### src/design/fpp_pkg.sv
// Shared types and constants of the front-end packet parser.
package fpp_pkg;

  typedef enum logic [2:0] {
    PH_HUNT    = 3'd0,
    PH_HEADER  = 3'd1,
    PH_COUNT   = 3'd2,
    PH_START   = 3'd3,
    PH_SAMPLES = 3'd4,
    PH_SKIP    = 3'd5
  } phase_t;

  localparam logic [1:0] REG_MAGIC_ONE = 2'd0;
  localparam logic [1:0] REG_MAGIC_TWO = 2'd1;
  localparam logic [1:0] REG_HEADER    = 2'd2;
  localparam logic [1:0] REG_FEE       = 2'd3;

  localparam logic [1:0] ST_OK     = 2'd0;
  localparam logic [1:0] ST_CRC    = 2'd1;
  localparam logic [1:0] ST_FORMAT = 2'd2;

  localparam logic [15:0] CRC_INIT = 16'hffff;
  localparam logic [15:0] CRC_POLY = 16'h8005;
  localparam logic [3:0]  MIN_HEADER = 4'd7;

  typedef struct packed {
    logic        kind;
    logic [8:0]  channel;
    logic [19:0] crossing_time;
    logic [10:0] time_bin;
    logic [15:0] adc_value;
    logic [1:0]  status;
  } rec_t;

  function automatic logic [15:0] crc_word(input logic [15:0] crc, input logic [15:0] w);
    logic [15:0] c;
    c = crc ^ w;
    for (int k = 0; k < 16; k++) begin
      c = c[15] ? ((c << 1) ^ CRC_POLY) : (c << 1);
    end
    return c;
  endfunction

endpackage

### src/design/fpp_front.sv
// Front part: window hunt, header capture, CRC and group tracking, one word a beat.
module fpp_front
  import fpp_pkg::*;
(
  input  logic        clk,
  input  logic        rst,
  input  logic        in_beat,
  input  logic [15:0] word,
  input  logic [15:0] magic_one,
  input  logic [15:0] magic_two,
  input  logic [3:0]  header_words,
  output logic        rec_valid,
  output rec_t        rec
);

  phase_t      phase, phase_next;
  logic [15:0] win0, win1, win2;
  logic [1:0]  fill;
  logic [15:0] pos, len, crc, left;
  logic [8:0]  chan;
  logic [9:0]  t_lo, t_hi;
  logic [10:0] tbin;
  logic        err;

  logic [15:0] hlen;
  logic [15:0] n0, n1, n2;
  logic        full, hit;
  logic [16:0] p1, p2, pls;
  logic        last;
  logic [15:0] crc_hit;
  logic [8:0]  chan_v;
  logic [9:0]  lo_v, hi_v;

  assign hlen = {12'd0, (header_words < MIN_HEADER) ? MIN_HEADER : header_words};
  assign full = (fill == 2'd3);
  assign n0   = full ? win1 : (fill == 2'd0 ? word : win0);
  assign n1   = full ? win2 : (fill == 2'd1 ? word : win1);
  assign n2   = (full || fill == 2'd2) ? word : win2;
  assign hit  = (fill >= 2'd2) && n1 == magic_one && n2 == magic_two;
  assign p1   = {1'b0, pos} + 17'd1;
  assign p2   = {1'b0, pos} + 17'd2;
  assign pls  = p1 + {1'b0, left};
  assign last = p1 >= {1'b0, len};
  assign crc_hit = crc_word(crc_word(crc_word(CRC_INIT, n0), n1), n2);
  assign chan_v = (pos == 16'd4) ? word[8:0] : chan;
  assign lo_v   = (pos == 16'd5) ? word[9:0] : t_lo;
  assign hi_v   = (pos == 16'd6) ? word[9:0] : t_hi;

  always_comb begin
    phase_next = phase;
    case (phase)
      PH_HUNT:    if (hit && n0 >= hlen) phase_next = PH_HEADER;
      PH_HEADER:  if (last) phase_next = PH_HUNT;
                  else if (p1 >= {1'b0, hlen}) phase_next = PH_COUNT;
      PH_COUNT:   phase_next = last ? PH_HUNT : PH_START;
      PH_START:   if (last) phase_next = PH_HUNT;
                  else if (pls >= {1'b0, len}) phase_next = PH_SKIP;
                  else if (left == 16'd0) phase_next = (p2 == {1'b0, len}) ? PH_SKIP : PH_COUNT;
                  else phase_next = PH_SAMPLES;
      PH_SAMPLES: if (last) phase_next = PH_HUNT;
                  else if (p2 == {1'b0, len}) phase_next = PH_SKIP;
                  else if (left == 16'd1) phase_next = PH_COUNT;
      PH_SKIP:    if (last) phase_next = PH_HUNT;
      default:    phase_next = PH_HUNT;
    endcase
  end

  always_comb begin
    rec_valid = 1'b0;
    rec = '0;
    if (phase == PH_HUNT) begin
      if (hit && n0 < hlen) begin
        rec_valid = in_beat;
        rec.kind = 1'b1;
        rec.status = ST_FORMAT;
      end
    end else if (last) begin
      rec_valid = in_beat;
      rec.kind = 1'b1;
      rec.channel = chan_v;
      rec.crossing_time = {hi_v, lo_v};
      if (crc != word) rec.status = ST_CRC;
      else if (err || phase == PH_COUNT || phase == PH_START) rec.status = ST_FORMAT;
      else rec.status = ST_OK;
    end else if (phase == PH_SAMPLES) begin
      rec_valid = in_beat;
      rec.channel = chan_v;
      rec.crossing_time = {hi_v, lo_v};
      rec.time_bin = tbin;
      rec.adc_value = word;
    end
  end

  always_ff @(posedge clk) begin
    if (rst) begin
      phase <= PH_HUNT;
      fill <= 2'd0;
      win0 <= '0; win1 <= '0; win2 <= '0;
      pos <= '0; len <= '0; crc <= CRC_INIT; left <= '0;
      chan <= '0; t_lo <= '0; t_hi <= '0; tbin <= '0; err <= 1'b0;
    end else if (in_beat) begin
      phase <= phase_next;
      if (phase == PH_HUNT) begin
        if (!hit) begin
          win0 <= n0; win1 <= n1; win2 <= n2;
          fill <= full ? 2'd3 : fill + 2'd1;
        end else if (n0 < hlen) begin
          win0 <= n1; win1 <= n2; win2 <= '0;
          fill <= 2'd2;
        end else begin
          win0 <= n0; win1 <= n1; win2 <= n2;
          fill <= 2'd0;
          len <= n0;
          crc <= crc_hit;
          pos <= 16'd3;
          chan <= '0; t_lo <= '0; t_hi <= '0;
          err <= 1'b0; left <= '0; tbin <= '0;
        end
      end else begin
        chan <= chan_v; t_lo <= lo_v; t_hi <= hi_v;
        if (last) begin
          fill <= 2'd0;
          pos <= '0;
        end else begin
          crc <= crc_word(crc, word);
          pos <= p1[15:0];
          case (phase)
            PH_COUNT: left <= word;
            PH_START: begin
              if (pls >= {1'b0, len}) err <= 1'b1;
              else if (left != 16'd0) tbin <= word[10:0];
            end
            PH_SAMPLES: begin
              left <= left - 16'd1;
              tbin <= tbin + 11'd1;
            end
            default: ;
          endcase
        end
      end
    end
  end

  property p_len_held;
    @(posedge clk) disable iff (rst)
      (phase != PH_HUNT && $past(phase) != PH_HUNT) |-> $stable(len);
  endproperty
  a_len_held: assert property (p_len_held) else $error("length changed mid packet");

  a_fill_range: assert property (@(posedge clk) disable iff (rst)
    fill != 2'd3 || phase == PH_HUNT) else $error("window full outside hunt");

  a_end_rec: assert property (@(posedge clk) disable iff (rst)
    (rec_valid && phase != PH_HUNT && !last) |-> (phase == PH_SAMPLES && !rec.kind))
    else $error("record outside samples");

endmodule

### src/design/fpp_queue.sv
// Two-entry queue between the front part and the output stage.
module fpp_queue
  import fpp_pkg::*;
(
  input  logic clk,
  input  logic rst,
  input  logic push,
  input  rec_t push_rec,
  output logic room,
  output logic pop_valid,
  output rec_t pop_rec,
  input  logic pop
);

  rec_t mem [2];
  logic       wp, rp;
  logic [1:0] cnt;

  assign room = cnt != 2'd2;
  assign pop_valid = cnt != 2'd0;
  assign pop_rec = mem[rp];

  always_ff @(posedge clk) begin
    if (push) mem[wp] <= push_rec;
  end

  always_ff @(posedge clk) begin
    if (rst) begin
      wp <= 1'b0; rp <= 1'b0; cnt <= 2'd0;
    end else begin
      if (push) wp <= ~wp;
      if (pop) rp <= ~rp;
      cnt <= cnt + {1'b0, push} - {1'b0, pop};
    end
  end

  a_no_over: assert property (@(posedge clk) disable iff (rst) push |-> room)
    else $error("queue overflow");
  a_no_under: assert property (@(posedge clk) disable iff (rst) pop |-> pop_valid)
    else $error("queue underflow");
  a_cnt: assert property (@(posedge clk) disable iff (rst) cnt != 2'd3)
    else $error("bad count");

endmodule

### src/design/fee_packet_parser.sv
// Top level of the front-end packet parser.
// Input channel: one 16-bit stream word per beat on data_word (data_valid/data_stall).
// Output channel: one record per beat (out_valid/out_stall): sample records
// for each payload sample, one end record per packet with its status.
// Configuration: cfg_write, cfg_index, cfg_data; write only while idle.
// A word is taken every cycle while the queue has room; the front part handles
// each word in the cycle it is accepted, and its record is registered into a
// two-entry queue that drives the outputs. Throughput is one word per cycle
// while the receiver takes records.
// When the receiver stalls, the queue fills and data_stall rises once it
// holds two records; a stalled record holds still.
// Synchronous reset clears the queue, the window and the parse state and
// restores the register defaults. No clearing pass is needed.
// Consumers drop a packet's samples when its end record reports an error.
module fee_packet_parser
  import fpp_pkg::*;
(
  input  logic        clk,
  input  logic        rst,
  input  logic        cfg_write,
  input  logic [1:0]  cfg_index,
  input  logic [15:0] cfg_data,
  input  logic        data_valid,
  output logic        data_stall,
  input  logic [15:0] data_word,
  output logic        out_valid,
  input  logic        out_stall,
  output logic        record_kind,
  output logic [7:0]  fee,
  output logic [8:0]  channel,
  output logic [3:0]  chip_addr,
  output logic [4:0]  chip_chan,
  output logic [19:0] crossing_time,
  output logic [10:0] time_bin,
  output logic [15:0] adc_value,
  output logic [1:0]  status
);

  logic [15:0] magic_one, magic_two;
  logic [3:0]  header_words;
  logic [7:0]  fee_number;
  logic        room, in_beat, rec_valid;
  rec_t        rec, q_rec;

  always_ff @(posedge clk) begin
    if (rst) begin
      magic_one <= 16'h00fe;
      magic_two <= 16'h00ed;
      header_words <= 4'd7;
      fee_number <= 8'd0;
    end else if (cfg_write) begin
      case (cfg_index)
        REG_MAGIC_ONE: magic_one <= cfg_data;
        REG_MAGIC_TWO: magic_two <= cfg_data;
        REG_HEADER:    header_words <= cfg_data[3:0];
        REG_FEE:       fee_number <= cfg_data[7:0];
        default: ;
      endcase
    end
  end

  assign data_stall = !room;
  assign in_beat = data_valid && room;

  fpp_front u_front (
    .clk, .rst, .in_beat, .word(data_word), .magic_one, .magic_two,
    .header_words, .rec_valid, .rec
  );

  fpp_queue u_queue (
    .clk, .rst, .push(rec_valid), .push_rec(rec), .room,
    .pop_valid(out_valid), .pop_rec(q_rec), .pop(out_valid && !out_stall)
  );

  assign record_kind   = q_rec.kind;
  assign fee           = fee_number;
  assign channel       = q_rec.channel;
  assign chip_addr     = q_rec.channel[8:5];
  assign chip_chan     = q_rec.channel[4:0];
  assign crossing_time = q_rec.crossing_time;
  assign time_bin      = q_rec.time_bin;
  assign adc_value     = q_rec.adc_value;
  assign status        = q_rec.status;

endmodule

### config.mk
export PLATFORM = sky130hd
export DESIGN_NAME = fee_packet_parser
export DESIGN_NICKNAME = d
export VERILOG_FILES = /design/src/design/fpp_pkg.sv /design/src/design/fpp_front.sv /design/src/design/fpp_queue.sv /design/src/design/fee_packet_parser.sv
export SDC_FILE = /design/constraint.sdc
export NUM_CORES = 1
export LEC_CHECK = 0
export BUFFER_PORTS_ARGS = -buffer_cell sky130_fd_sc_hd__buf_2
export CORE_MARGIN = 2
export CORE_UTILIZATION = 40
export DETAILED_ROUTE_END_ITERATION = 10
export MAX_ROUTING_LAYER = met4
export PLACE_DENSITY = 0.65
export SLEW_MARGIN = 20
export SYNTH_ARGS = -nofsm -noshare
export SYNTH_HDL_FRONTEND = slang
export SYNTH_HIERARCHICAL = 1
export SYNTH_SLANG_ARGS = --single-unit
export TNS_END_PERCENT = 30
### constraint.sdc
create_clock -name clk -period 18.24 [get_ports clk]
set_clock_uncertainty 0.1 [all_clocks]
set_input_delay 1.824 -clock clk [delete_from_list [all_inputs] [get_ports clk]]
set_output_delay 1.824 -clock clk [all_outputs]
set_load 0.01 [all_outputs]
* Word-level counts from Yosys, hierarchy flattened
Memory sizes are Yosys's and may differ from the RTL's. A register that Yosys moved wholly into a read port is not among the register bits. Index checks and enable logic that the tools add are counted.
Storage, ports and cells: register bits 206, RAM bits 118, input bits 39, output and inout port bits 78, word-level logic and storage cells 322, memories kept 1
Memories:
- u_queue.mem | depth 2, bits a word 59, read ports 1, clocked after memory_dff 1, write ports 1, RTL line fpp_queue.sv:15 | rec_t mem [2];
Operators by class: $add $sub $neg 8, $lt $le $gt $ge 7, equality and inequality tests 29, multiplexer cells 150, bitwise logic cells 71, reduce and logical (&&, ||, !) cells 35
Operators with widths (number):
- 16-bit two-way mux | 87
- 3-bit inverter | 64
- 56-bit two-way mux | 2
- 11-bit two-way mux | 6
- 10-bit two-way mux | 6
- 16-bit by 3-bit equality test with 1-bit output, second input constant | 3
- 16-bit XOR | 3
- 9-bit two-way mux | 4
- 17-bit by 16-bit >= comparator with 1-bit output | 2
- 3-bit two-way mux | 11
- 16-bit equality test | 2
- 16-bit case mux with 2 select lines | 1
- 29-bit two-way mux | 1
- 27-bit two-way mux | 1
- 2-bit two-way mux | 11
- 11-bit case mux with 2 select lines | 1
- 3-bit case mux with 6 select lines | 1
- 16-bit by 1-bit adder with 17-bit output, second input constant | 1
- 16-bit by 2-bit adder with 17-bit output, second input constant | 1
- 17-bit by 16-bit adder with 17-bit output | 1
- 17-bit by 16-bit equality test with 1-bit output | 1
- 17-bit by 4-bit >= comparator with 1-bit output | 1
- 1-bit two-way mux | 17
- 16-bit by 1-bit equality test with 1-bit output, second input constant | 1
- other kinds (39) | 71

* Logic depth before layout (Yosys ltp)
word-level depth 105, gate-level depth with buffers 27, gate-level depth less buffers 26

* Modules after synthesis
Netlist, hierarchy kept.
Modules (own cells, without submodules):
- fpp_front | instances 1, cells an instance 1689, area each 13416.6 sq um, sequential area each 3163.0 sq um
- fpp_queue | instances 1, cells an instance 205, area each 4519.3 sq um, sequential area each 3643.5 sq um
- fee_packet_parser | instances 1, cells an instance 185, area each 1880.6 sq um, sequential area each 880.8 sq um

* Least setup slack after synthesis
Ideal clock, no wire load.
path type input port to flip-flop, start point input port data_word[1], end point memory u_queue/mem[0][0] (netlist name) (enable), library setup time 483 ps, arrival 6954 ps, data required time 17657 ps, setup slack 10703 ps, stages on the path 15, path buffers 1, path through nor2b_1 > a211oi_1 > a21oi_2 > ha_1 > nor2b_1 > o21a_1 > o21a_1 > o21ai_0 > a31oi_1 > nor2_1 > and2_1 > clkbuf_1 > nand2_1 > a21boi_0 > nor2b_1
Between the ends: elaborated cells between the ends (all ways) 15, those cells by class order compare: 1; eq/ne: 2; mux: 9; reduce/logical: 3
RTL lines:
- start, declared | RTL line fee_packet_parser.sv:25 | input logic [15:0] data_word,
- 16-bit two-way mux (2 in series) | RTL line fpp_front.sv:36 | assign n0 = full ? win1 : (fill == 2'd0 ? word : win0);
- named net u_front.n0[1] | RTL line fpp_front.sv:26 | logic [15:0] n0, n1, n2;
- 16-bit by 4-bit less-than comparator with 1-bit output | RTL line fpp_front.sv:72 | if (hit && n0 < hlen) begin
- 1-bit logical AND | RTL line fpp_front.sv:72
- 1-bit two-way mux | RTL line fpp_front.sv:72
- 1-bit two-way mux | RTL line fpp_front.sv:71 | if (phase == PH_HUNT) begin
- named net rec_valid | RTL line fee_packet_parser.sv:42 | logic room, in_beat, rec_valid;
- 1-bit two-way mux | RTL line fpp_queue.sv:24 | if (push) mem[wp] <= push_rec;
- 1-bit two-way mux (implied by the code) | RTL line fpp_queue.sv:24
- end, declared | RTL line fpp_queue.sv:15
The timed path passes the listed nets, and every way through them passes these cells.

* Final worst setup path
start point register u_front.pos[0], end point register u_front.tbin[1]
Between the ends: longest elaborated chain between the ends 5, elaborated cells between the ends (all ways) 7, those cells by class add/sub: 2; order compare: 2; eq/ne: 2; reduce/logical: 1
Ends and longest elaborated chain:
- start, declared | RTL line fpp_front.sv:19 | logic [15:0] pos, len, crc, left;
- start signal, assigned | RTL line fpp_front.sv:126 | pos <= p1[15:0];
- 16-bit by 1-bit adder with 17-bit output (*) | RTL line fpp_front.sv:40 | assign p1 = {1'b0, pos} + 17'd1;
- 17-bit by 16-bit adder with 17-bit output | RTL line fpp_front.sv:42 | assign pls = p1 + {1'b0, left};
- 17-bit by 16-bit >= comparator with 1-bit output | RTL line fpp_front.sv:130 | if (pls >= {1'b0, len}) err <= 1'b1;
- 3-bit != test (no line)
- 7-bit AND reduction (no line) (*)
- end signal, assigned | RTL line fpp_front.sv:131 | else if (left != 16'd0) tbin <= word[10:0];
- end signal, assigned | RTL line fpp_front.sv:135 | tbin <= tbin + 11'd1;
- end, declared | RTL line fpp_front.sv:22 | logic [10:0] tbin;
Every way passes the cells marked *; elsewhere a longest branch is shown, timed or not. A chain may end at the register's enable or synchronous reset.

==> impl_metrics.tcl <==
set metrics [dict create \
    yosysMostFrequentCell "nor2_1" \
    syn_inst 2079 \
    ys_warn_count 6 \
    period_share_pct 37.1 \
    tritoncts "built" \
    antenna_found_initial 3 \
    setup_ws_ns 11.47 \
    pre_cts_ws_ns 11.54 \
    fp.dieW_um 227 \
    arrival_ns 7.04 \
    dieArea_um2 51300 \
    cts_max_path_buffers 3 \
    hold_viol 0 \
    syn_avg_cell_area_um2 9.53 \
    critical_path.cell_chain "inv_1 -> ha_1 -> inv_1 -> fa_1 -> nor2b_1 -> o21ai_0 -> a21boi_0 -> o21ai_0 -> a21boi_0 -> o21ai_0 -> a21oi_1 -> nor3b_1 -> xnor2_1 -> ha_1 -> a2111oi_0 -> a21oi_1 -> a2111oi_0 -> nand2_1 -> or2_2 -> a32oi_1 -> and3_1 -> and2_1 -> a211oi_1" \
    cp_top_family "compound AO/OA/AOI/OAI gates" \
    post_cts_buffers 0 \
    stdcell_count 2799 \
    syn_area_um2 19800 \
    dpl.cell_count 2729 \
    cts.repair.resized 0 \
    startpoint "u_front/pos[0]" \
    period_minus_slack_ns 6.77 \
    synth_xor_area_share_pct 9.84 \
    port-buffer-count 116 \
    core_area_um2 49000 \
    min_from "u_front/err" \
    fin_tns_setup_ns 0 \
    grt_pass1_wl_um 84800 \
    cp-end-kind "flip-flop" \
    worstSetupPathType "flip-flop to flip-flop" \
    ctsRootBufferMaster "clkbuf_16" \
    total_power_mw 2.19 \
    critPathSlowestCell "dfxtp_1" \
    p_leak_nw 8.29 \
    synthAdderAreaFrac_pct 4.89 \
    io_pins 117 \
    placed_area_um2 20600 \
    max_freq_ghz 0.148 \
    wl_um 55300 \
    die_h_um 227 \
    grt_usage_pct 21.9 \
    worstSkewPairLatency_ns 0.55 \
    grt_pass1_vias 14900 \
    num_vias 15600 \
    drive_above_1_share_pct 14.3 \
    slew_headroom_pct 25.3 \
    hpwl_um 39500 \
    synth_top_flop_cell "dfxtp_1" \
    cp_max_fo 12 \
    gr-total-overflow 0 \
    outcome "complete, no violations" \
    final_nets 2219 \
    ctsHtreeMaxLevel 2 \
    worst_path_most_repeated_cell "o21ai_0" \
    post_drt_wl_per_cell_um 19.8 \
    crit_path_start_kind "flip-flop" \
    vdd_drop_max_v 0.000136 \
    clock_sinks 325 \
    numCtsBuffers 37 \
    drt_iter0_drc 1440 \
    fill_cells 4643 \
    synth_edf_count 118 \
    synth_common_cells "nor2_1, dfxtp_1, mux2i_1" \
    ys_ff_latch 325 \
    p_per_area_nw_per_um2 100 \
    synthArstFlopShare_pct 0 \
    rsz0062_at_grt "false" \
    synth_top_family_by_area "simple AND/OR/NAND/NOR gates" \
    syn2layout_area_growth_pct 10.4 \
    synth-compound-area-share_pct 12.4 \
    synth_cell_type_count 83 \
    syn_nets 2194 \
    clkTransAtPathRegs_ns 0.06 \
    timing.rr.start "u_front/pos[0]" \
    synth-simple-area-share_pct 16.3 \
    yosys.area.top_type "dfxtp_1" \
    ant_nets 0 \
    setup_viol 0 \
    synthMuxAreaShare_pct 12.8 \
    firstDrtPassIters 5 \
    synth_top_area_share_pct 20.9 \
    place.gp.congestion 0.940 \
    required_ns 18.51 \
    cp_slowest_stage_delay_ns 0.55 \
    stdcell_area_um2 21900 \
    tightest_slew_ns 1.12 \
    viasPerCell 5.59 \
    critPathBufInv 2 \
    initial_core_util_pct 40.5 \
    ys_seq_area_share_pct 38.8 \
    cts.hold.buffers_added 0 \
    core.rowCount 81 \
    grt_max_degree 98 \
    hold_class "flip-flop to flip-flop" \
    synthTopCellsByArea "dfxtp_1, edfxtp_1, mux2i_1" \
    slew_viol_final 0 \
    drc 0 \
    drv_cap 0 \
]
==> area by class of cell <==
type	instances	area [µm²]	share of cell area (%)
Multi-Input combinational cell	1552	11200	51.1
Antenna cell	3	7.51	0.0343
Clock buffer	50	1040	4.73
Timing Repair Buffer	134	722	3.30
Inverter	54	203	0.926
Clock inverter	17	213	0.972
Tap cell	664	831	3.80
Sequential cell	325	7700	35.2
==> stage by stage <==
step / utilization, % / hold slack [ns]
2_1_floorplan: - / 0.335
3_3_place_gp: 42.1 / 0.351
3_5_place_dp: 42.1 / 0.358
4_1_cts: 44.7 / 0.373
5_1_grt: 44.7 / 0.393
6_report: 44.7 / 0.370
==> placed cells by master, fill, tap and decap left out, types with 10 or more instances in the layout <==
cell and count:
nor2_1 276, dfxtp_1 204, mux2i_1 148, xnor2_1 139, nand2_1 124, edfxtp_1 118, buf_2 115, a21oi_1 84
ha_1 75, nand2b_1 61, xor2_1 56, o21ai_0 54, mux2_2 53, inv_1 52, clkbuf_16 38, nor3_1 38
o211ai_1 33, and2_1 32, a211oi_1 32, a32oi_1 31, a22oi_1 29, nor4_1 24, nand3_1 23, nand4_1 19
nor2b_1 18, buf_4 18, o21a_1 16, mux2_4 11, and3_1 10, mux2i_2 10, xnor3_1 10, a32o_1 10
==> per-layer routing <==
layer	global-route usage (%)	wire length, µm	part of all wire [%]	up-vias
met4	7.13	1830	3.3	0
li1	-	-	-	7449
met1	29.7	25200	46	7558
met5	-	0	0	-
met2	33.6	24700	45	548
met3	3.15	3570	6.5	90
==> worst register-to-register path: stages, from the launching register on <==
cell and delay (ns):
dfxtp_1 0.55, inv_1 0.23, ha_1 0.41, inv_1 0.10, fa_1 0.43, nor2b_1 0.13, o21ai_0 0.10, a21boi_0 0.27
o21ai_0 0.15, a21boi_0 0.34, o21ai_0 0.19, a21oi_1 0.33, nor3b_1 0.12, xnor2_1 0.14, ha_1 0.31, a2111oi_0 0.40
a21oi_1 0.13, a2111oi_0 0.36, nand2_1 0.08, or2_2 0.30, a32oi_1 0.30, and3_1 0.53, and2_1 0.48, a211oi_1 0.13
==> logic make-up after synthesis <==
kind of cell,Yosys count
and+or+nand+nor,679
AOI/OAI and AO/OA,361
DFF,325
muxes,229
xor gates and xnor gates,206
buffers and inverters,202
adders and majority gates,77
==> power by group <==
group / switching (mW) / internal [mW]
sequential: 0.0192 / 0.761
clock: 0.305 / 0.458
combinational: 0.347 / 0.299
total: 0.671 / 1.52
==> path summary, 6_finish.rpt <==
path | to | slack, ns | depth (start not counted)
max reg2reg | u_front/tbin[1] | 11.47 | 23
min reg2reg | u_front/err | 0.37 | 1
min | u_front/err | 0.37 | 1
max | u_front/tbin[1] | 11.47 | 23
==> sequential cells by signal (all words and copies together), names as in the netlist, 16 cells and up, named ones only <==
name and flops:
u_queue/mem 118, u_front/left 16, u_front/win2 16, magic_one 16, magic_two 16, u_front/len 16, u_front/crc 16, u_front/pos 16
u_front/win1 16, u_front/win0 16
(Power assumes the default switching activity.)
